File: config.mk
export PLATFORM = sky130hd
export DESIGN_NAME = lar_div_cell
export DESIGN_NICKNAME = d
export VERILOG_FILES = /design/src/design/lar_pkg.sv /design/src/design/lar_div_cell.sv
export SDC_FILE = /design/constraint.sdc
export NUM_CORES = 1
export LEC_CHECK = 0
export ABC_AREA = 1
export BUFFER_PORTS_ARGS = -buffer_cell sky130_fd_sc_hd__buf_2
export CAP_MARGIN = 20
export CELL_PAD_IN_SITES_DETAIL_PLACEMENT = 0
export CELL_PAD_IN_SITES_GLOBAL_PLACEMENT = 2
export CORE_MARGIN = 4
export CORE_UTILIZATION = 24
export CTS_BUF_LIST = sky130_fd_sc_hd__clkbuf_8
export DETAILED_ROUTE_END_ITERATION = 6
export PLACE_DENSITY = 0.9
export SLEW_MARGIN = 0
export SYNTH_ARGS = -nofsm -noshare
export SYNTH_HDL_FRONTEND = slang
export SYNTH_SLANG_ARGS = --single-unit
File: constraint.sdc
create_clock -name clock -period 1.7 [get_ports clock]
set_clock_uncertainty 0.1 [all_clocks]
set_input_delay 0 -clock clock [delete_from_list [all_inputs] [get_ports clock]]
set_output_delay 0 -clock clock [all_outputs]
set_load 0.1 [all_outputs]
File: src/design/lar_pkg.sv
// Package: types, widths and constants of the light attenuation pipeline
`timescale 1ns / 1ps
package lar_pkg;

   // pipeline shape
   localparam int FD_STEPS   = 16;  // quotient bits of 2^32 / S
   localparam int CD_STEPS   = 20;  // quotient bits of 4*dot / len
   localparam int SQ_STEPS   = 31;  // root bits of |w|^2
   localparam int NORM_STEPS = 5;   // left normalize stages 16,8,4,2,1
   localparam int PRE_F      = 3;
   localparam int PRE_C      = 10;
   localparam int POST       = 3;
   localparam int LAT        = PRE_C + SQ_STEPS + CD_STEPS + POST;
   localparam int F_DLY      = PRE_C + SQ_STEPS + CD_STEPS - PRE_F - FD_STEPS;
   localparam int OK_DLY     = SQ_STEPS + CD_STEPS;

   // divider cell widths
   localparam int DIV_W    = 41;
   localparam int DIV_LO_W = 20;
   localparam int DIV_Q_W  = 20;

   // square root cell widths
   localparam int SQ_RAD_W  = 62;
   localparam int SQ_ROOT_W = 31;
   localparam int SQ_REM_W  = 34;

   localparam logic [40:0] SUM_CAP = 41'h100_0000_0000;
   localparam logic [40:0] UNITY   = 41'd65536;
   localparam logic [23:0] OUT_MAX = 24'hFF_FFFF;

   localparam int CSR_IDX_W  = 3;
   localparam int CSR_DATA_W = 48;

   typedef enum logic [CSR_IDX_W-1:0] {
      CSR_KIND   = 3'd0,
      CSR_CONST  = 3'd1,
      CSR_LINEAR = 3'd2,
      CSR_QUAD   = 3'd3,
      CSR_RGB    = 3'd4,
      CSR_NORMAL = 3'd5,
      CSR_AREA   = 3'd6
   } csr_type;

   typedef struct packed {
      logic        [31:0] ray_length;
      logic signed [31:0] start_x;
      logic signed [31:0] start_y;
      logic signed [31:0] start_z;
      logic signed [31:0] end_x;
      logic signed [31:0] end_y;
      logic signed [31:0] end_z;
   } req_type;

   typedef struct packed {
      logic [23:0] radiance_red;
      logic [23:0] radiance_green;
      logic [23:0] radiance_blue;
   } rsp_type;

   typedef struct packed {
      logic [DIV_W-1:0]    rem;
      logic [DIV_W-1:0]    den;
      logic [DIV_LO_W-1:0] lo;
      logic [DIV_Q_W-1:0]  quo;
   } div_type;

   typedef struct packed {
      logic [SQ_REM_W-1:0]  rem;
      logic [SQ_ROOT_W-1:0] root;
      logic [SQ_RAD_W-1:0]  rad;
   } sqrt_type;

endpackage

File: src/design/lar_div_cell.sv
// One restoring division step: one quotient bit per cell, registered
`timescale 1ns / 1ps
module lar_div_cell import lar_pkg::*; (
   input  logic    clock,
   input  div_type cur,
   output div_type nxt
);

   logic [DIV_W:0]   acc;
   logic [DIV_W:0]   diff;
   logic             take;
   div_type          cell_in;
   div_type          cell_ff;

   always_comb begin
      acc  = {cur.rem, cur.lo[DIV_LO_W-1]};
      diff = acc - {1'b0, cur.den};
      take = (acc >= {1'b0, cur.den});
      cell_in.den = cur.den;
      cell_in.lo  = {cur.lo[DIV_LO_W-2:0], 1'b0};
      cell_in.quo = {cur.quo[DIV_Q_W-2:0], take};
      cell_in.rem = take ? diff[DIV_W-1:0] : acc[DIV_W-1:0];
   end

   always_ff @(posedge clock) begin
      cell_ff <= cell_in;
   end

   assign nxt = cell_ff;

endmodule

# Word level (Yosys, flattened, before mapping)
# Index checks and enable logic that the tools add are counted.
[op_classes] mux=1 order_cmp=1 add_sub_neg=1
[op_table] cell="42-bit by 41-bit >= comparator with 1-bit output" count=1
[op_table] cell="41-bit 2-to-1 mux" count=1
[op_table] cell="41-bit subtractor" count=1
[totals] inputBits=123 out_inout_bits=122 ff_bits=121

# Depth between registers and ports, before layout
# Gate-level depths: netlist of run 1.
[logic_depth] word_depth=2 ltp_mapped=15

# Least setup slack after synthesis of run 1
# No wires, ideal clock.
[synth_path] kind="input port to flip-flop" startpoint="in cur[39] (netlist bit)" endpoint="reg cell_ff, in the netlist nxt[102]" setup_slack_ns=0.037 arrival_ns=1.451 stages=13 t_required_ns=1.488 cell_sequence="inv_1 -> ha_1 -> inv_1 -> fa_1 -> nand3_1 -> nand3_2 -> nand2_1 -> nand3_2 -> nand2_2 -> nand2_8 -> buf_4 -> nand2_1 -> nand2_1"
[synth_rtl] element="start, declared" line_no="lar_div_cell.sv:5" source="input div_type cur,"
[synth_rtl] element="end signal, assigned" line_no="lar_div_cell.sv:26" source="cell_ff <= cell_in;"
[synth_rtl] element="end, declared" line_no="lar_div_cell.sv:13" source="div_type cell_ff;"

==> results of run 1 <==
==> tightest hold or removal path, stage by stage <==
cell and delay (ns):
buf_2 0.09, nand3_1 0.07, nand2_1 0.06
==> through the flow <==
stage	total power [mW]	hold slack (ns)	cell area (um2)
2_1_floorplan	6.57	-0.0723	6450
3_3_place_gp	7.83	0.00199	9200
3_5_place_dp	7.83	0.00372	9200
4_1_cts	10.9	-0.463	10700
5_1_grt	11.4	-0.331	11000
6_report	10.8	-0.316	11000
==> logic make-up after synthesis <==
family	count (synthesis)
AOI/OAI and AO/OA	55
xor gates and xnor gates	22
adders and majority gates	42
buffers and inverters	188
DFF	121
other	1
and+or+nand+nor	533
==> cell type report <==
| class | count | area [um2] | area share, % |
|---|---|---|---|
| clock inverters | 14 | 148 | 1.34 |
| clock buffers | 18 | 248 | 2.25 |
| inverters | 175 | 657 | 5.97 |
| repair buffers | 526 | 3690 | 33.6 |
| flip-flops and latches | 121 | 2420 | 22.0 |
| well taps | 335 | 419 | 3.81 |
| multi-input cells | 655 | 3410 | 31.0 |
==> worst paths after layout <==
check / endpoint / slack (ns) / startpoint
worst max-delay path: nxt[89] / 0.12 / cur[67]
worst min-delay path: nxt[86] / -0.32 / cur[85]
==> power by group <==
part / internal (mW) / switching, mW
Clock: 1.35 / 1.40
Sequential: 3.13 / 0.0769
Combinational: 1.34 / 3.51
==> per-layer routing <==
metal	global-route usage [%]	vias up	share of wire, %
met2	29.2	189	46
met5	0	-	0.028
met1	21.1	3336	47
met3	3.20	24	5.0
li1	-	4010	-
met4	4.07	2	1.5
==> Yosys cell counts, drive strengths merged <==
library cell and instances:
a21boi 2, a21o 2, a21oi 34, and2 2, buf 13, conb 1, dfxtp 121, fa 1
ha 41, inv 175, nand2 337, nand3 91, nand3b 7, nand4 3, nor2 83, nor3 7
o21ai 12, o21bai 5, or2 3, xor2 22
==> what timing repair did <==
item                                    in CTS  in global routing
setup buffers                                0                  1
hold buffers                               111                 14
gates resized for setup                      0                 24
endpoints found under the setup margin       0                 41
endpoints found under the hold margin      120                 20
==> impl_metrics.toml, run 1 <==
[route]
drt_iter0_markers = 365
dr.pass1.iters = 5
vias_per_cell = 4.10
num_vias = 7561
routed_wirelength_um = 25400
drc_errors = 0
wl_per_cell_um = 13.8
detail-route-antenna-nets = 0

[die]
core.rowCount = 59
design.portCount = 245
dieArea_um2 = 29600
chipHeight_um = 172
start_util_pct = 24.6
width_of_the_die_um = 172
core_area_um2 = 26300

[power]
ir_drop_uv = 423
cell_pwr_density_nw_per_um2 = 983
power.static_leakage_nw = 6.15

[min_path]
worst_hold_path.num_cells = 3
min_path_type = "in2reg"

[logic_synthesis]
synth-seq-cells = 121
synth_compound_area_share_pct = 4.67
ys_top_cells_by_area = "dfxtp_1 38%, nand2_1 19%, inv_1 9.7%"
adder_cell_share_of_the_synthesized_area_pct = 8.26
synth-warning-count = 0
synth_top_family_by_area = "simple AND/OR/NAND/NOR gates"
syn-num-nets = 1127
synthDistinctLibCells = 31
synth_area_per_cell_um2 = 6.71
seq_area_frac_synth_pct = 37.5
post_synth_instance_area_um2 = 6450
multiplexer_share_of_the_synthesized_area_pct = 0
synth_xor_area_share_pct = 2.99
synthCells = 962
yosysTopAreaCellShare_pct = 37.5
synth-simple-area-share_pct = 35.0
yosysTopAreaCell = "dfxtp_1"

[clocking]
tritoncts = "built"
clkSinkCount = 121
worst_setup_hold_path_clk_slew_ns = 0.09
clock-root-buffer = "clkbuf_8"
clockBufferDepth = 2
ctsHtreeMaxLevel = 4
cts_inserted_buffers = 17

[outcome]
violations = "negative hold slack"
outcome = "finished with violations"

[worst_setup_path]
timing.critical_path.required_ns = 1.93
cp_num_buf_inv = 5
setup_crit_path_kind = "in2reg"
critical-path-top-cell-by-count = "nand2_1"
critical_path_peak_fanout = 14
cp_top_family = "simple AND/OR/NAND/NOR gates"
critical_path.endpoint_type = "register"
critical-path-max-stage-delay_ns = 0.37
cp_max_stage_cell = "ha_1"
startpoint_type = "input port"
worst_ep_arrival_time_ns = 1.81
worstPathCellList = "buf_2 -> inv_1 -> ha_1 -> nand2_1 -> nor2_1 -> nand2_1 -> inv_2 -> nand2_1 -> nor2_2 -> nor2_4 -> buf_12 -> buf_4 -> nand3_1 -> nand2_1"
critical_path_cell_count = 14

[global_routing]
grt_overflow = 0
grt_usage_pct = 16.6
grt_pass1_wl_um = 38600
grt_start_max_net_pins = 44
vias_in_the_first_global_route = 7690
grt_antenna_before_repair = 1

[cells_and_area]
final_net_count = 1661
most-common-layout-cells = "328 x nand2_1, 242 x buf_2, 167 x inv_1, 154 x buf_4, 125 x dlygate4sd3_1"
num_antenna_cells = 0
area_growth_pct = 70.5
post_route_insts_no_fill = 1844
drive_gt1_share_pct = 32.1
flip_flop_count_of_the_largest_register_after_layout = 121
final_core_util_pct = 41.9
fill_cells = 2807
layout_commonest_cell = "nand2_1"

[timing]
setup_slack_of_the_critical_path_after_layout_ns = 0.121
timing.final.crit_share_pct = 92.9
finalHoldViolCount = 13
time_the_final_worst_path_needs_with_i_o_delays_and_setup_ns = 1.58
report.final.setup_viol = 0
totalNegativeSetupSlack_ns = 0
final_max_slew_viols = 0
max-slew-margin-rel_pct = 65.8
whs_ns = -0.316
timing.fmax_mhz = 633
worst_slew_pin_slew_ns = 0.517

[place]
dp_worst_setup_slack_ns = -0.415
buffer_ports.inserted = 242
dpl.cell_count = 1684
detailed_place_hpwl_um = 19300
gp_routability_congestion = 0.898

[flow_run]
maxCapViolCount = 0
(Power assumes the default switching activity.)
==> run 2, diff against run 1 <==
--- a/config.mk
+++ b/config.mk
@@ -10,6 +10,7 @@
 export CAP_MARGIN = 20
 export CELL_PAD_IN_SITES_DETAIL_PLACEMENT = 0
 export CELL_PAD_IN_SITES_GLOBAL_PLACEMENT = 2
+export CORE_ASPECT_RATIO = 0.8
 export CORE_MARGIN = 4
 export CORE_UTILIZATION = 24
 export CTS_BUF_LIST = sky130_fd_sc_hd__clkbuf_8
==> impl_metrics.toml, run 2 (synthesized netlist as in run 1, its figures left out) <==
[route]
drt_iter0_markers = 453
wl_per_cell_um = 14.4
routed_wirelength_um = 27000
drc_errors = 0
detail-route-antenna-nets = 0
met1_length_um = 13100
num_vias = 7708
top_layer_used = "met5"
vias_per_cell = 4.11
dr.pass1.iters = 6
met2_wirelength_um = 11400
route.met3.wl_um = 2250

[worst_setup_path]
critical_path_peak_fanout = 11
worst_ep_arrival_time_ns = 1.83
cp_max_stage_cell = "ha_1"
critical_path_cell_count = 14
startpoint_type = "input port"
setup_crit_path_kind = "in2reg"
cp_top_family = "simple AND/OR/NAND/NOR gates"
critical-path-max-stage-delay_ns = 0.34
cp_num_buf_inv = 5
critical-path-top-cell-by-count = "nand2_1"
worstPathCellList = "buf_2 -> inv_1 -> ha_1 -> nand2_1 -> nor2_2 -> nand2_1 -> inv_2 -> nand2_1 -> nor2_2 -> nor2_4 -> buf_12 -> buf_4 -> nand3_1 -> nand2_1"
timing.critical_path.required_ns = 1.96
critical_path.endpoint_type = "register"

[cells_and_area]
area_growth_pct = 72.1
final_design_area_no_fill_um2 = 11100
multi_input_comb_area_um2 = 3370
most-common-layout-cells = "328 x nand2_1, 242 x buf_2, 166 x inv_1, 163 x buf_4, 128 x dlygate4sd3_1"
ff_latch_area_um2 = 2420
drive_gt1_share_pct = 32.3
flip_flop_count_of_the_largest_register_after_layout = 121
num_antenna_cells = 0
final_net_count = 1671
final_core_util_pct = 42.1
layout_commonest_cell = "nand2_1"
fill_cells = 2828

[clocking]
clockBufferDepth = 2
clkSinkCount = 121
worst_setup_hold_path_clk_slew_ns = 0.08
clock-root-buffer = "clkbuf_8"
cts_inserted_buffers = 17
ctsHtreeMaxLevel = 4
tritoncts = "built"

[min_path]
worst_hold_path.num_cells = 1
min_path_type = "in2reg"
holdPathEnd = "nxt[41]"
worstHoldStart = "cur[41]"

[die]
start_util_pct = 24.5
width_of_the_die_um = 191
chipHeight_um = 155
dieArea_um2 = 29600
core_area_um2 = 26400
design.portCount = 245
core.rowCount = 53

[global_routing]
grt_overflow = 0
vias_in_the_first_global_route = 7753
grt_antenna_before_repair = 2
grt_pass1_wl_um = 40800
grt_start_max_net_pins = 44
grt_usage_pct = 17.7

[place]
dpl-instance-area_um2 = 9300
gp_routability_congestion = 0.899
detailed_place_hpwl_um = 20800
dp_worst_setup_slack_ns = -0.482
buffer_ports.inserted = 242

[timing]
timing.final.crit_share_pct = 92.7
totalNegativeSetupSlack_ns = 0
time_the_final_worst_path_needs_with_i_o_delays_and_setup_ns = 1.58
whs_ns = -0.439
max-slew-margin-rel_pct = 65.3
final_max_slew_viols = 0
finalHoldViolCount = 6
timing.fmax_mhz = 635
report.final.setup_viol = 0
setup_slack_of_the_critical_path_after_layout_ns = 0.125
worst_slew_pin_slew_ns = 0.524

[outcome]
outcome = "finished with violations"
violations = "negative hold slack"

[flow_run]
maxCapViolCount = 0

[power]
ir_drop_uv = 626
power.static_leakage_nw = 6.18
cell_pwr_density_nw_per_um2 = 996
## run 2: cell type report
class                      instances  share of cell area (%)
timing repair buffer             537                    34.1
inverter                         175                    5.92
clock inverter                    14                    1.68
sequential                       121                    21.8
tap                              357                    4.02
multi-input combinational        654                    30.4
clock buffer                      17                    2.11
## run 2: through the flow
stage                     cells  total power [mW]
after global placement     1714              7.89
after detailed placement   1714              7.90
after floorplan             962              6.57
after CTS                  1862              11.1
after global routing       1875              11.6
final                      1875              11.1
## run 2: layer usage
metal	vias up	GRT usage (%)
met5	-	0
met4	4	3.32
met3	17	4.87
met2	239	28.1
met1	3426	24.3
li1	4022	-
## run 2: repair_timing
action / in CTS / in global routing
hold buffers: 117 / 11
hold endpoints to repair: 120 / 16
setup endpoints to repair: 0 / 41
setup buffers: 0 / 1
resized for setup: 0 / 20
## run 2: worst max path at each step
stage,from,end,slack (ns)
6_report,cur[63],nxt[114],0.12
5_1_grt,cur[39],nxt[81],-0.02
4_1_cts,cur[69],nxt[120],0.03
3_5_place_dp,cur[69],nxt[119],-0.48
2_1_floorplan,cur[39],nxt[102],0.04
3_3_place_gp,cur[69],nxt[119],-0.42
## run 2: power by group
group          internal [mW]  switching, mW
combinational           1.37           3.55
clock                   1.49           1.43
sequential              3.13         0.0885
