[src/design/lar_pkg.sv]
// Package: types, widths and constants of the light attenuation pipeline
`timescale 1ns / 1ps
package lar_pkg;

   // pipeline shape
   localparam int FD_STEPS   = 16;  // quotient bits of 2^32 / S
   localparam int CD_STEPS   = 20;  // quotient bits of 4*dot / len
   localparam int SQ_STEPS   = 31;  // root bits of |w|^2
   localparam int NORM_STEPS = 5;   // left normalize stages 16,8,4,2,1
   localparam int PRE_F      = 3;
   localparam int PRE_C      = 10;
   localparam int POST       = 3;
   localparam int LAT        = PRE_C + SQ_STEPS + CD_STEPS + POST;
   localparam int F_DLY      = PRE_C + SQ_STEPS + CD_STEPS - PRE_F - FD_STEPS;
   localparam int OK_DLY     = SQ_STEPS + CD_STEPS;

   // divider cell widths
   localparam int DIV_W    = 41;
   localparam int DIV_LO_W = 20;
   localparam int DIV_Q_W  = 20;

   // square root cell widths
   localparam int SQ_RAD_W  = 62;
   localparam int SQ_ROOT_W = 31;
   localparam int SQ_REM_W  = 34;

   localparam logic [40:0] SUM_CAP = 41'h100_0000_0000;
   localparam logic [40:0] UNITY   = 41'd65536;
   localparam logic [23:0] OUT_MAX = 24'hFF_FFFF;

   localparam int CSR_IDX_W  = 3;
   localparam int CSR_DATA_W = 48;

   typedef enum logic [CSR_IDX_W-1:0] {
      CSR_KIND   = 3'd0,
      CSR_CONST  = 3'd1,
      CSR_LINEAR = 3'd2,
      CSR_QUAD   = 3'd3,
      CSR_RGB    = 3'd4,
      CSR_NORMAL = 3'd5,
      CSR_AREA   = 3'd6
   } csr_type;

   typedef struct packed {
      logic        [31:0] ray_length;
      logic signed [31:0] start_x;
      logic signed [31:0] start_y;
      logic signed [31:0] start_z;
      logic signed [31:0] end_x;
      logic signed [31:0] end_y;
      logic signed [31:0] end_z;
   } req_type;

   typedef struct packed {
      logic [23:0] radiance_red;
      logic [23:0] radiance_green;
      logic [23:0] radiance_blue;
   } rsp_type;

   typedef struct packed {
      logic [DIV_W-1:0]    rem;
      logic [DIV_W-1:0]    den;
      logic [DIV_LO_W-1:0] lo;
      logic [DIV_Q_W-1:0]  quo;
   } div_type;

   typedef struct packed {
      logic [SQ_REM_W-1:0]  rem;
      logic [SQ_ROOT_W-1:0] root;
      logic [SQ_RAD_W-1:0]  rad;
   } sqrt_type;

endpackage

[src/design/lar_sqrt_cell.sv]
// One digit-by-digit square root step: one root bit per cell, registered
`timescale 1ns / 1ps
module lar_sqrt_cell import lar_pkg::*; (
   input  logic     clock,
   input  sqrt_type cur,
   output sqrt_type nxt
);

   logic [SQ_REM_W+1:0] acc;
   logic [SQ_REM_W+1:0] trial;
   logic [SQ_REM_W+1:0] diff;
   logic                take;
   sqrt_type            cell_in;
   sqrt_type            cell_ff;

   always_comb begin
      acc   = {cur.rem, cur.rad[SQ_RAD_W-1 -: 2]};
      trial = {{(SQ_REM_W-SQ_ROOT_W){1'b0}}, cur.root, 2'b01};
      diff  = acc - trial;
      take  = (acc >= trial);
      cell_in.rad  = {cur.rad[SQ_RAD_W-3:0], 2'b00};
      cell_in.root = {cur.root[SQ_ROOT_W-2:0], take};
      cell_in.rem  = take ? diff[SQ_REM_W-1:0] : acc[SQ_REM_W-1:0];
   end

   always_ff @(posedge clock) begin
      cell_ff <= cell_in;
   end

   assign nxt = cell_ff;

endmodule

[config.mk]
export PLATFORM = sky130hd
export DESIGN_NAME = lar_sqrt_cell
export DESIGN_NICKNAME = d
export VERILOG_FILES = /design/src/design/lar_pkg.sv /design/src/design/lar_sqrt_cell.sv
export SDC_FILE = /design/constraint.sdc
export NUM_CORES = 1
export LEC_CHECK = 0
export ABC_AREA = 1
export BUFFER_PORTS_ARGS = -buffer_cell sky130_fd_sc_hd__buf_2
export CAP_MARGIN = 20
export CORE_MARGIN = 2
export CORE_UTILIZATION = 48
export DETAILED_ROUTE_END_ITERATION = 6
export PLACE_DENSITY = 0.81
export SYNTH_ARGS = -nofsm -noshare
export SYNTH_HDL_FRONTEND = slang
export SYNTH_SLANG_ARGS = --single-unit
[constraint.sdc]
create_clock -name clock -period 2.8 [get_ports clock]
set_clock_uncertainty 0.1 [all_clocks]
set_input_delay 0.84 -clock clock [delete_from_list [all_inputs] [get_ports clock]]
set_output_delay 0.84 -clock clock [all_outputs]
set_load 0.005 [all_outputs]
# == After elaboration in Yosys (flattened, before gate mapping) ==
# Cells that the tools add are included.
# op_classes
addsub,1
magnitude_cmp,1
n_mux,1
# ops
op,count
$ge A36 B33 Y1,1
$mux W34,1
$sub A34 B33 Y34,1
# word_totals
ff_bits,125
in_bits,128
out_inout_bits,127
wordCells,6

# == Logic depth before layout (Yosys ltp) ==
# Gate-level depths: netlist of run 1.
# depth
ltp_word,2
mapped_depth,16

# == Least setup slack after synthesis of run 1 ==
# OpenSTA, ideal clock, no wires.
# synth_timing
path_type,input to register
startpoint,in cur[87] in the netlist's numbering
endpoint,reg cell_ff (netlist bit nxt[119])
setup_ns,0.058
arrival_time_ns,2.253
required_time_ns,2.642
path_slack_ns,0.389
stages,12
path_cell_list,inv_1 > ha_1 > nand2_2 > inv_2 > a21oi_2 > nand2_2 > a21oi_4 > nand3_2 > nor2_4 > buf_6 > nand2_1 > nand2_1
# synth_rtl
element,line,source
from (decl),lar_sqrt_cell.sv:5,"input sqrt_type cur,"
to (signal assigned),lar_sqrt_cell.sv:27,cell_ff <= cell_in;
to (decl),lar_sqrt_cell.sv:14,sqrt_type cell_ff;

==> results.py, run 1 <==
metrics = {
    "sta": {
        "period_minus_slack_ns": 2.56,
        "hold_viol": 0,
        "rsz0062_at_grt": "no",
        "fin_setup_tns_ns": 0,
        "clock.fmax_ghz": 0.391,
        "fin_crit_sh": 0.914,
        "setup_viol": 0,
        "report.final.slew_viol_count": 0,
        "worst_pin_slew_ns": 0.633,
        "relSlewSlack": 0.577,
    },
    "run": {
        "cap_viol_max_count": 0,
    },
    "routing": {
        "route.detailed.drc": 0,
        "first_pass_iters": 5,
        "antenna_left": 0,
        "routed-via-count": 6109,
        "wire_per_inst_um": 14.3,
        "vias_per_cell": 4.66,
        "dr.first_iter.drc_count": 300,
        "routed_wl_um": 18800,
    },
    "floorplanning": {
        "core_mm2": 0.0116,
        "ios": 255,
        "die_w_um": 113,
        "rows": 39,
        "fp.dieH_um": 113,
        "start_util": 0.497,
        "dieArea_mm2": 0.0129,
    },
    "synth": {
        "synth_seq_area_share": 0.435,
        "ys_async_sr_fraction": 0,
        "synthDistinctLibCells": 33,
        "synthFlopType": "dfxtp_1",
        "ys_ff_latch": 125,
        "ys.warnings.count": 0,
        "synth_edf_count": 0,
        "synthCells": 797,
        "synth_area_per_cell_um2": 7.21,
        "synth_area_mm2": 0.00575,
    },
    "setup_path": {
        "crit_fanout": 16,
        "arrival_ns": 2.83,
        "start_kind": "primary input",
        "path_class": "primary input to flop",
        "cp.required_ns": 3.07,
        "crit_path_end_kind": "flop",
    },
    "placement": {
        "globalplace.congestion": 0.913,
        "portBuffers": 252,
        "dpl.hpwl_um": 14400,
        "place_area_mm2": 0.00782,
    },
    "cells_and_area": {
        "mostFrequentLayoutCell": "nand2_1",
        "layout_common_cells": "317 x nand2_1, 252 x buf_2, 136 x inv_1",
        "syn_to_final_growth_pct": 46.6,
        "final_area_mm2": 0.00842,
        "nets": 1315,
        "filler_cell_count": 933,
        "largest_register_ffs": 125,
        "drive_above_1_share": 0.350,
    },
    "clocking": {
        "clk_pin_slew_ns": 0.06,
        "tritoncts": "done",
        "clock-root-buffer": "clkbuf_16",
        "cts.sinks": 125,
        "htreeDepth": 4,
        "numCtsBuffers": 17,
        "postCtsSetupBuffers": 0,
        "cts_buffer_depth": 2,
    },
    "power": {
        "p_per_area_mw_per_mm2": 635,
        "p_leak_uw": 0.00498,
        "ir_drop_v": 0.000382,
    },
    "grt": {
        "grt_pass1_vias": 5953,
        "grt_max_degree": 34,
        "antenna_found_initial": 0,
        "grt-ovfl-total": 0,
        "track_usage": 0.286,
        "grt_pass1_wl_um": 28500,
    },
    "worst_hold_path": {
        "hold_class": "primary input to flop",
    },
    "outcome": {
        "status": "complete, no violations",
    },
}
kinds of logic after synthesis:
logic type	share of synthesized area
AO/OA/AOI/OAI	0.0364
adder cells (fa/ha/maj)	0.0718
flip-flops	0.435
buffers and inverters	0.108
AND/OR/NAND/NOR	0.324
XOR/XNOR	0.0244
other	0.000653
critical path, stage by stage:
cell and delay, ns:
buf_2 0.09, inv_1 0.04, ha_1 0.33, nand2_2 0.11, inv_1 0.06, nand2_1 0.06, nand2_1 0.07, nand2_1 0.06
nand2_1 0.08, clkinv_1 0.07, nand2_1 0.05, nand2_1 0.09, nand3_2 0.13, nor2_4 0.52, nand2_1 0.13, nand2_1 0.08
cell usage after synthesis (2+ instances only):
cell        n  area, um^2
a21oi_1    19        95.1
xnor2_1     2        17.5
buf_6       6        67.6
nand2_1   317        1190
o21bai_1    5        37.5
clkinv_1    2        7.51
nand2_2     7        43.8
nand3_2     7        70.1
a21oi_2     3        26.3
nor2_2      3        18.8
nor2_4      3        33.8
nand3b_1    8        60.1
dfxtp_1   125        2500
xor2_1     14         123
o21ai_0     4        20.0
inv_2       5        18.8
nand3_1    25         125
buf_4       2        15.0
nor3_1      2        10.0
nand4_1     7        43.8
inv_1     136         510
ha_1       33         413
nor2_1     52         195
cell type report:
class | count | area [um^2] | area share
antenna | 1 | 2.50 | 0.000297
clock buffer | 18 | 429 | 0.0509
clock inverter | 14 | 158 | 0.0187
inverter | 143 | 537 | 0.0637
multi-input combinational | 523 | 2640 | 0.313
sequential | 125 | 2500 | 0.297
tap | 143 | 179 | 0.0212
timing repair buffer | 344 | 1980 | 0.235
final timing paths:
| check | from | end | slack, ns | cells past startpoint |
|---|---|---|---|---|
| worst max-delay path | cur[75] | nxt[104] | 0.24 | 16 |
| worst min-delay path | cur[45] | nxt[47] | 0.41 | 1 |
routing by layer:
metal	vias up	part of all wire	global-route usage	wire length (um)
met3	59	0.078	0.0813	1470
met1	2696	0.42	0.340	7870
met4	0	0.039	0.119	731
met5	-	0	0	0
li1	3116	-	-	-
met2	238	0.46	0.485	8720
report_power, final:
part	total, uW	internal, uW	switching, uW
combinational	1140	531	611
sequential	1990	1950	41.4
clock	2210	1330	886
stage by stage:
| stage | setup slack, ns | utilization | power, uW | hold WS (ns) | std cells |
|---|---|---|---|---|---|
| 3_3_place_gp | -0.216 | 0.677 | 3130 | 0.843 | 1277 |
| 4_1_cts | 0.110 | 0.727 | 5360 | 0.407 | 1309 |
| 3_5_place_dp | -0.296 | 0.677 | 3150 | 0.844 | 1277 |
| 6_report | 0.242 | 0.728 | 5350 | 0.412 | 1311 |
| 2_1_floorplan | 0.389 | - | 2580 | 0.768 | 798 |
| 5_1_grt | 0.0988 | 0.728 | 5600 | 0.401 | 1310 |
timing repair:
item	in CTS	in global routing
endpoints found under the setup margin	0	32
gates resized for setup	0	1
hold buffers	0	0
No activity file was read; power rests on OpenSTA's default activity.
==> run 2, diff against run 1 <==
Clock period 2.8 ns to 2.4 ns, I/O delays scaled along.
==> results.py, run 2 (synthesis results as in run 1) <==
metrics = {
    "outcome": {
        "status": "complete, no violations",
    },
    "power": {
        "switching_share": 0.281,
        "p_leak_uw": 0.00499,
        "p_per_area_mw_per_mm2": 752,
        "p_total_uw": 6370,
        "ir_drop_v": 0.000401,
        "p_int_uw": 4580,
        "seq_power_share": 0.365,
        "clkPwrFrac": 0.426,
        "combPwrFrac": 0.209,
        "p_sw_uw": 1790,
    },
    "grt": {
        "antenna_found_initial": 0,
        "grt-ovfl-total": 0,
        "grt_max_degree": 21,
        "use_met2": 0.515,
        "track_usage": 0.290,
        "grt_use_met3": 0.0685,
        "top_usage_layer": "met2",
        "grt_use_met1": 0.346,
        "grt_pass1_vias": 5987,
        "grt_pass1_wl_um": 29000,
    },
    "clocking": {
        "clock-root-buffer": "clkbuf_16",
        "cts.sinks": 125,
        "tritoncts": "done",
        "numCtsBuffers": 17,
        "clk_pin_slew_ns": 0.06,
        "hold_buffers": 0,
        "htreeDepth": 4,
        "cts_buffer_depth": 2,
        "cts-resized-gates": 0,
        "postCtsSetupBuffers": 0,
    },
    "setup_path": {
        "worstPathCellList": "buf_2 -> inv_1 -> ha_1 -> nand2_2 -> inv_1 -> nand2_1 -> nand2_1 -> nand2_1 -> nand2_2 -> a21oi_4 -> nand3_2 -> nor2_4 -> buf_12 -> nand2_1 -> nand2_1",
        "cpPeakStageDelay_ns": 0.36,
        "crit_fanout": 20,
        "start_kind": "primary input",
        "cp.required_ns": 2.66,
        "crit_path_end_kind": "flop",
        "crit_top_cell": "nand2_1",
        "path_class": "primary input to flop",
        "arrival_ns": 2.45,
        "slowest_stage": "ha_1",
    },
    "cells_and_area": {
        "diodes": 0,
        "largest_register_ffs": 125,
        "nets": 1314,
        "mostFrequentLayoutCell": "nand2_1",
        "filler_cell_count": 951,
        "syn_to_final_growth_pct": 47.4,
        "final_area_mm2": 0.00847,
        "drive_above_1_share": 0.351,
        "layout_common_cells": "317 x nand2_1, 252 x buf_2, 136 x inv_1",
    },
    "sta": {
        "hold_viol": 0,
        "rsz0062_at_grt": "no",
        "fin_setup_tns_ns": 0,
        "post-route-worst-setup-slack_ns": 0.212,
        "holdWs_ns": 0.294,
        "fin_crit_sh": 0.912,
        "period_minus_slack_ns": 2.19,
        "setup_viol": 0,
        "report.final.slew_viol_count": 0,
        "clock.fmax_ghz": 0.457,
    },
    "routing": {
        "routed_wl_um": 18400,
        "antenna_left": 0,
        "first_pass_iters": 5,
        "wire_per_inst_um": 14.1,
        "route.detailed.drc": 0,
        "vias_per_cell": 4.61,
        "dr.first_iter.drc_count": 351,
        "routed-via-count": 6029,
    },
    "worst_hold_path": {
        "hold_class": "primary input to flop",
        "hold_path_end": "nxt[9]",
        "hold_start": "cur[7]",
        "whs_path_depth": 1,
    },
    "placement": {
        "place_area_mm2": 0.00785,
        "pre_cts_ws_ns": -0.225,
        "portBuffers": 252,
        "globalplace.congestion": 0.917,
        "dpl.hpwl_um": 14500,
    },
    "floorplanning": {
        "start_util": 0.497,
        "fp.dieH_um": 113,
        "core_mm2": 0.0116,
        "die_w_um": 113,
        "ios": 255,
        "rows": 39,
        "dieArea_mm2": 0.0129,
    },
    "run": {
        "cap_viol_max_count": 0,
    },
}
-- run 2: metrics by stage --
step,util,instances
floorplan,-,798
global placement,0.679,1277
detailed placement,0.679,1277
CTS,0.732,1309
global route,0.733,1309
finish,0.733,1309
-- run 2: worst max path at each step --
stage / cells after the start / from / slack, ns / to
finish: 15 / cur[83] / 0.21 / nxt[124]
global route: 14 / cur[66] / 0.03 / nxt[125]
CTS: 15 / cur[83] / 0.22 / nxt[124]
detailed placement: 15 / cur[83] / -0.23 / nxt[96]
global placement: 12 / cur[84] / -0.16 / nxt[111]
floorplan: 12 / cur[87] / 0.11 / nxt[119]
-- run 2: cell type report --
cell class	instances	area (um^2)	share of cell area
clock buffer	18	439	0.0518
clock inverter	14	181	0.0214
inverter	143	537	0.0634
multi-input combinational	522	2630	0.311
sequential	125	2500	0.295
tap	143	179	0.0211
timing repair buffer	344	2000	0.236
-- run 2: layer usage --
| layer | part of all wire | wire length [um] |
|---|---|---|
| met1 | 0.43 | 7910 |
| met4 | 0.017 | 320 |
| met2 | 0.49 | 9010 |
| met3 | 0.063 | 1160 |
| met5 | 0 | 0 |
-- run 2: power groups by stage --
stage	combinational (uW)	sequential (uW)	clock (uW)
2_1_floorplan	610	2400	0
3_3_place_gp	1290	2360	0
3_5_place_dp	1310	2370	0
4_1_cts	1330	2330	2730
5_1_grt	1480	2340	2850
6_report	1330	2320	2720
-- run 2: worst max-delay path: cells and delay by family --
| family | cells | cell delay, ns |
|---|---|---|
| AND/OR/NAND/NOR | 9 | 0.84 |
| adder cells (fa/ha/maj) | 1 | 0.36 |
| buffers and inverters | 4 | 0.34 |
| AO/OA/AOI/OAI | 1 | 0.18 |
==> run 3, diff against run 2 <==
Settings changed: ABC_AREA 1 to default, BUFFER_PORTS_ARGS -buffer_cell sky130_fd_sc_hd__buf_2 to default, CORE_AREA from default to 2 2 98 100, CORE_MARGIN 2 to default, CORE_UTILIZATION 48 to default, DIE_AREA from default to 0 0 100 102, DONT_BUFFER_PORTS from default to 1, PLACE_DENSITY 0.81 to 0.69, TNS_END_PERCENT from default to 30.
==> results.py, run 3 <==
metrics = {
    "outcome": {
        "status": "complete, but fails checks",
        "violations": "negative setup slack",
    },
    "power": {
        "ir_drop_v": 0.000411,
        "p_total_uw": 6440,
        "switching_share": 0.253,
        "p_int_uw": 4810,
        "p_per_area_mw_per_mm2": 920,
        "combPwrFrac": 0.182,
        "p_leak_uw": 0.00315,
        "p_sw_uw": 1630,
        "seq_power_share": 0.377,
        "clkPwrFrac": 0.441,
    },
    "clocking": {
        "cts.sinks": 125,
        "tritoncts": "done",
        "htreeDepth": 4,
        "numCtsBuffers": 17,
        "clk_pin_slew_ns": 0.06,
        "clock-root-buffer": "clkbuf_8",
        "cts_buffer_depth": 2,
        "hold_buffers": 0,
    },
    "placement": {
        "pre_cts_ws_ns": -0.698,
        "dpl.hpwl_um": 9910,
        "dp.cells": 660,
        "portBuffers": 0,
        "globalplace.congestion": 0.885,
    },
    "synth": {
        "ys_async_sr_fraction": 0,
        "yosysTopAreaCell": "dfxtp_1",
        "synthDistinctLibCells": 53,
        "yosysTopAreaCellShare": 0.507,
        "ys_ff_latch": 125,
        "synth_area_mm2": 0.00494,
        "synth_area_per_cell_um2": 10.6,
        "synth_most_common_cell": "dfxtp_1",
        "synthFlopType": "dfxtp_1",
        "ys_top_cells_by_area": "dfxtp_1 51%, ha_1 8.4%, mux2_4 6.7%",
        "synth_edf_count": 0,
        "ys.warnings.count": 0,
        "synth_common_cells": "125 x dfxtp_1, 44 x a21oi_1, 40 x inv_1",
        "synthCells": 465,
        "synth_seq_area_share": 0.507,
    },
    "floorplanning": {
        "ios": 255,
        "die_w_um": 100,
        "dieArea_mm2": 0.0102,
        "core_mm2": 0.00911,
        "start_util": 0.542,
        "rows": 35,
        "fp.dieH_um": 102,
    },
    "setup_path": {
        "start_kind": "primary input",
        "worstPathCellList": "inv_1 -> ha_4 -> a21oi_4 -> o211ai_1 -> a221o_1 -> buf_4 -> a31oi_4 -> a21oi_2 -> or4_4 -> o21ai_2",
        "slowest_stage": "or4_4",
        "arrival_ns": 2.82,
        "critical_path_buf_inv_count": 2,
        "cp.required_ns": 2.75,
        "path_class": "primary input to flop",
        "crit_fanout": 5,
        "crit_family": "compound AO/OA/AOI/OAI gates",
        "crit_path_end_kind": "flop",
        "cpPeakStageDelay_ns": 0.53,
    },
    "cells_and_area": {
        "layout_common_cells": "125 x dfxtp_1, 96 x buf_4, 31 x inv_1",
        "largest_register_ffs": 125,
        "nets": 739,
        "filler_cell_count": 551,
        "syn_to_final_growth_pct": 41.9,
        "diodes": 0,
        "final_cells": 701,
        "mostFrequentLayoutCell": "dfxtp_1",
        "drive_above_1_share": 0.400,
    },
    "routing": {
        "vias_per_cell": 5.88,
        "dr.first_iter.drc_count": 240,
        "wl_met2_um": 8770,
        "first_pass_iters": 5,
        "topRoutingLayerUsed": "met4",
        "met3_length_um": 1350,
        "route.detailed.drc": 0,
        "drt-met1-wl_um": 5450,
        "routed-via-count": 4125,
        "routed_wl_um": 16000,
        "wire_per_inst_um": 22.9,
        "antenna_left": 0,
    },
    "grt": {
        "antenna_found_initial": 0,
        "grt_max_degree": 17,
        "grt_pass1_wl_um": 21000,
        "grt-ovfl-total": 0,
        "grt_pass1_vias": 4153,
        "track_usage": 0.273,
    },
    "sta": {
        "report.final.slew_viol_count": 0,
        "hold_viol": 0,
        "rsz0062_at_grt": "yes",
        "holdWs_ns": 0.111,
        "post-route-worst-setup-slack_ns": -0.0692,
        "fin_crit_sh": 1.03,
        "setup_viol": 13,
        "period_minus_slack_ns": 2.47,
        "fin_setup_tns_ns": -0.136,
        "clock.fmax_ghz": 0.405,
    },
    "run": {
        "cap_viol_max_count": 0,
    },
    "worst_hold_path": {
        "hold_path_end": "nxt[86]",
        "whs_path_depth": 0,
        "hold_class": "primary input to flop",
        "hold_start": "cur[85]",
    },
}
run 3: power groups by stage:
stage                     logic (uW)  clock network, uW  registers, uW
after floorplan                  636                  0           2420
after global placement           905                  0           2470
after detailed placement         934                  0           2470
after CTS                       1000               2830           2430
after global routing            1250               2960           2450
final                           1170               2840           2430
run 3: kinds of logic (layout without fill, tap and decap cells):
logic type,Yosys count,count (layout),share of synthesized area
DFF,125,125,0.507
AOI/OAI and AO/OA,110,110,0.141
and+or+nand+nor,95,95,0.103
buffers and inverters,51,175,0.0471
adders and majority gates,33,33,0.0836
xor gates and xnor gates,27,27,0.0479
muxes,23,23,0.0692
other,1,2,0.000760
run 3: routing by layer:
layer,GRT usage,vias up
li1,-,1842
met3,0.0876,53
met1,0.263,1962
met5,0,-
met2,0.526,268
met4,0.128,0
run 3: repair_timing:
| item | 4_1_cts | 5_1_grt |
|---|---|---|
| resized for setup | 20 | 66 |
| setup buffers | 1 | 7 |
| gates cloned | 0 | 2 |
| pin swaps | 6 | 33 |
| setup endpoints to repair | 27 | 30 |
run 3: area by class of cell:
class	count	area, um^2	share of cell area
multi-input cells	290	2710	0.386
flip-flops and latches	125	2500	0.357
repair buffers	103	845	0.121
clock buffers	19	422	0.0602
clock inverters	12	218	0.0311
inverters	41	174	0.0248
well taps	111	139	0.0198
run 3: worst max path at each step:
stage	start	endpoint	slack (ns)	cells past startpoint
6_report	cur[79]	nxt[126]	-0.07	10
5_1_grt	cur[72]	nxt[126]	-0.15	11
4_1_cts	cur[66]	nxt[115]	-0.01	10
3_5_place_dp	cur[79]	nxt[122]	-0.70	11
3_3_place_gp	cur[79]	nxt[122]	-0.61	11
2_1_floorplan	cur[116]	nxt[100]	-0.48	12
run 3: metrics by stage:
stage | cell area [um^2] | utilization
after floorplan | 5050 | -
after global placement | 5830 | 0.640
after detailed placement | 5830 | 0.640
after CTS | 6610 | 0.725
after global routing | 7010 | 0.769
final | 7010 | 0.769
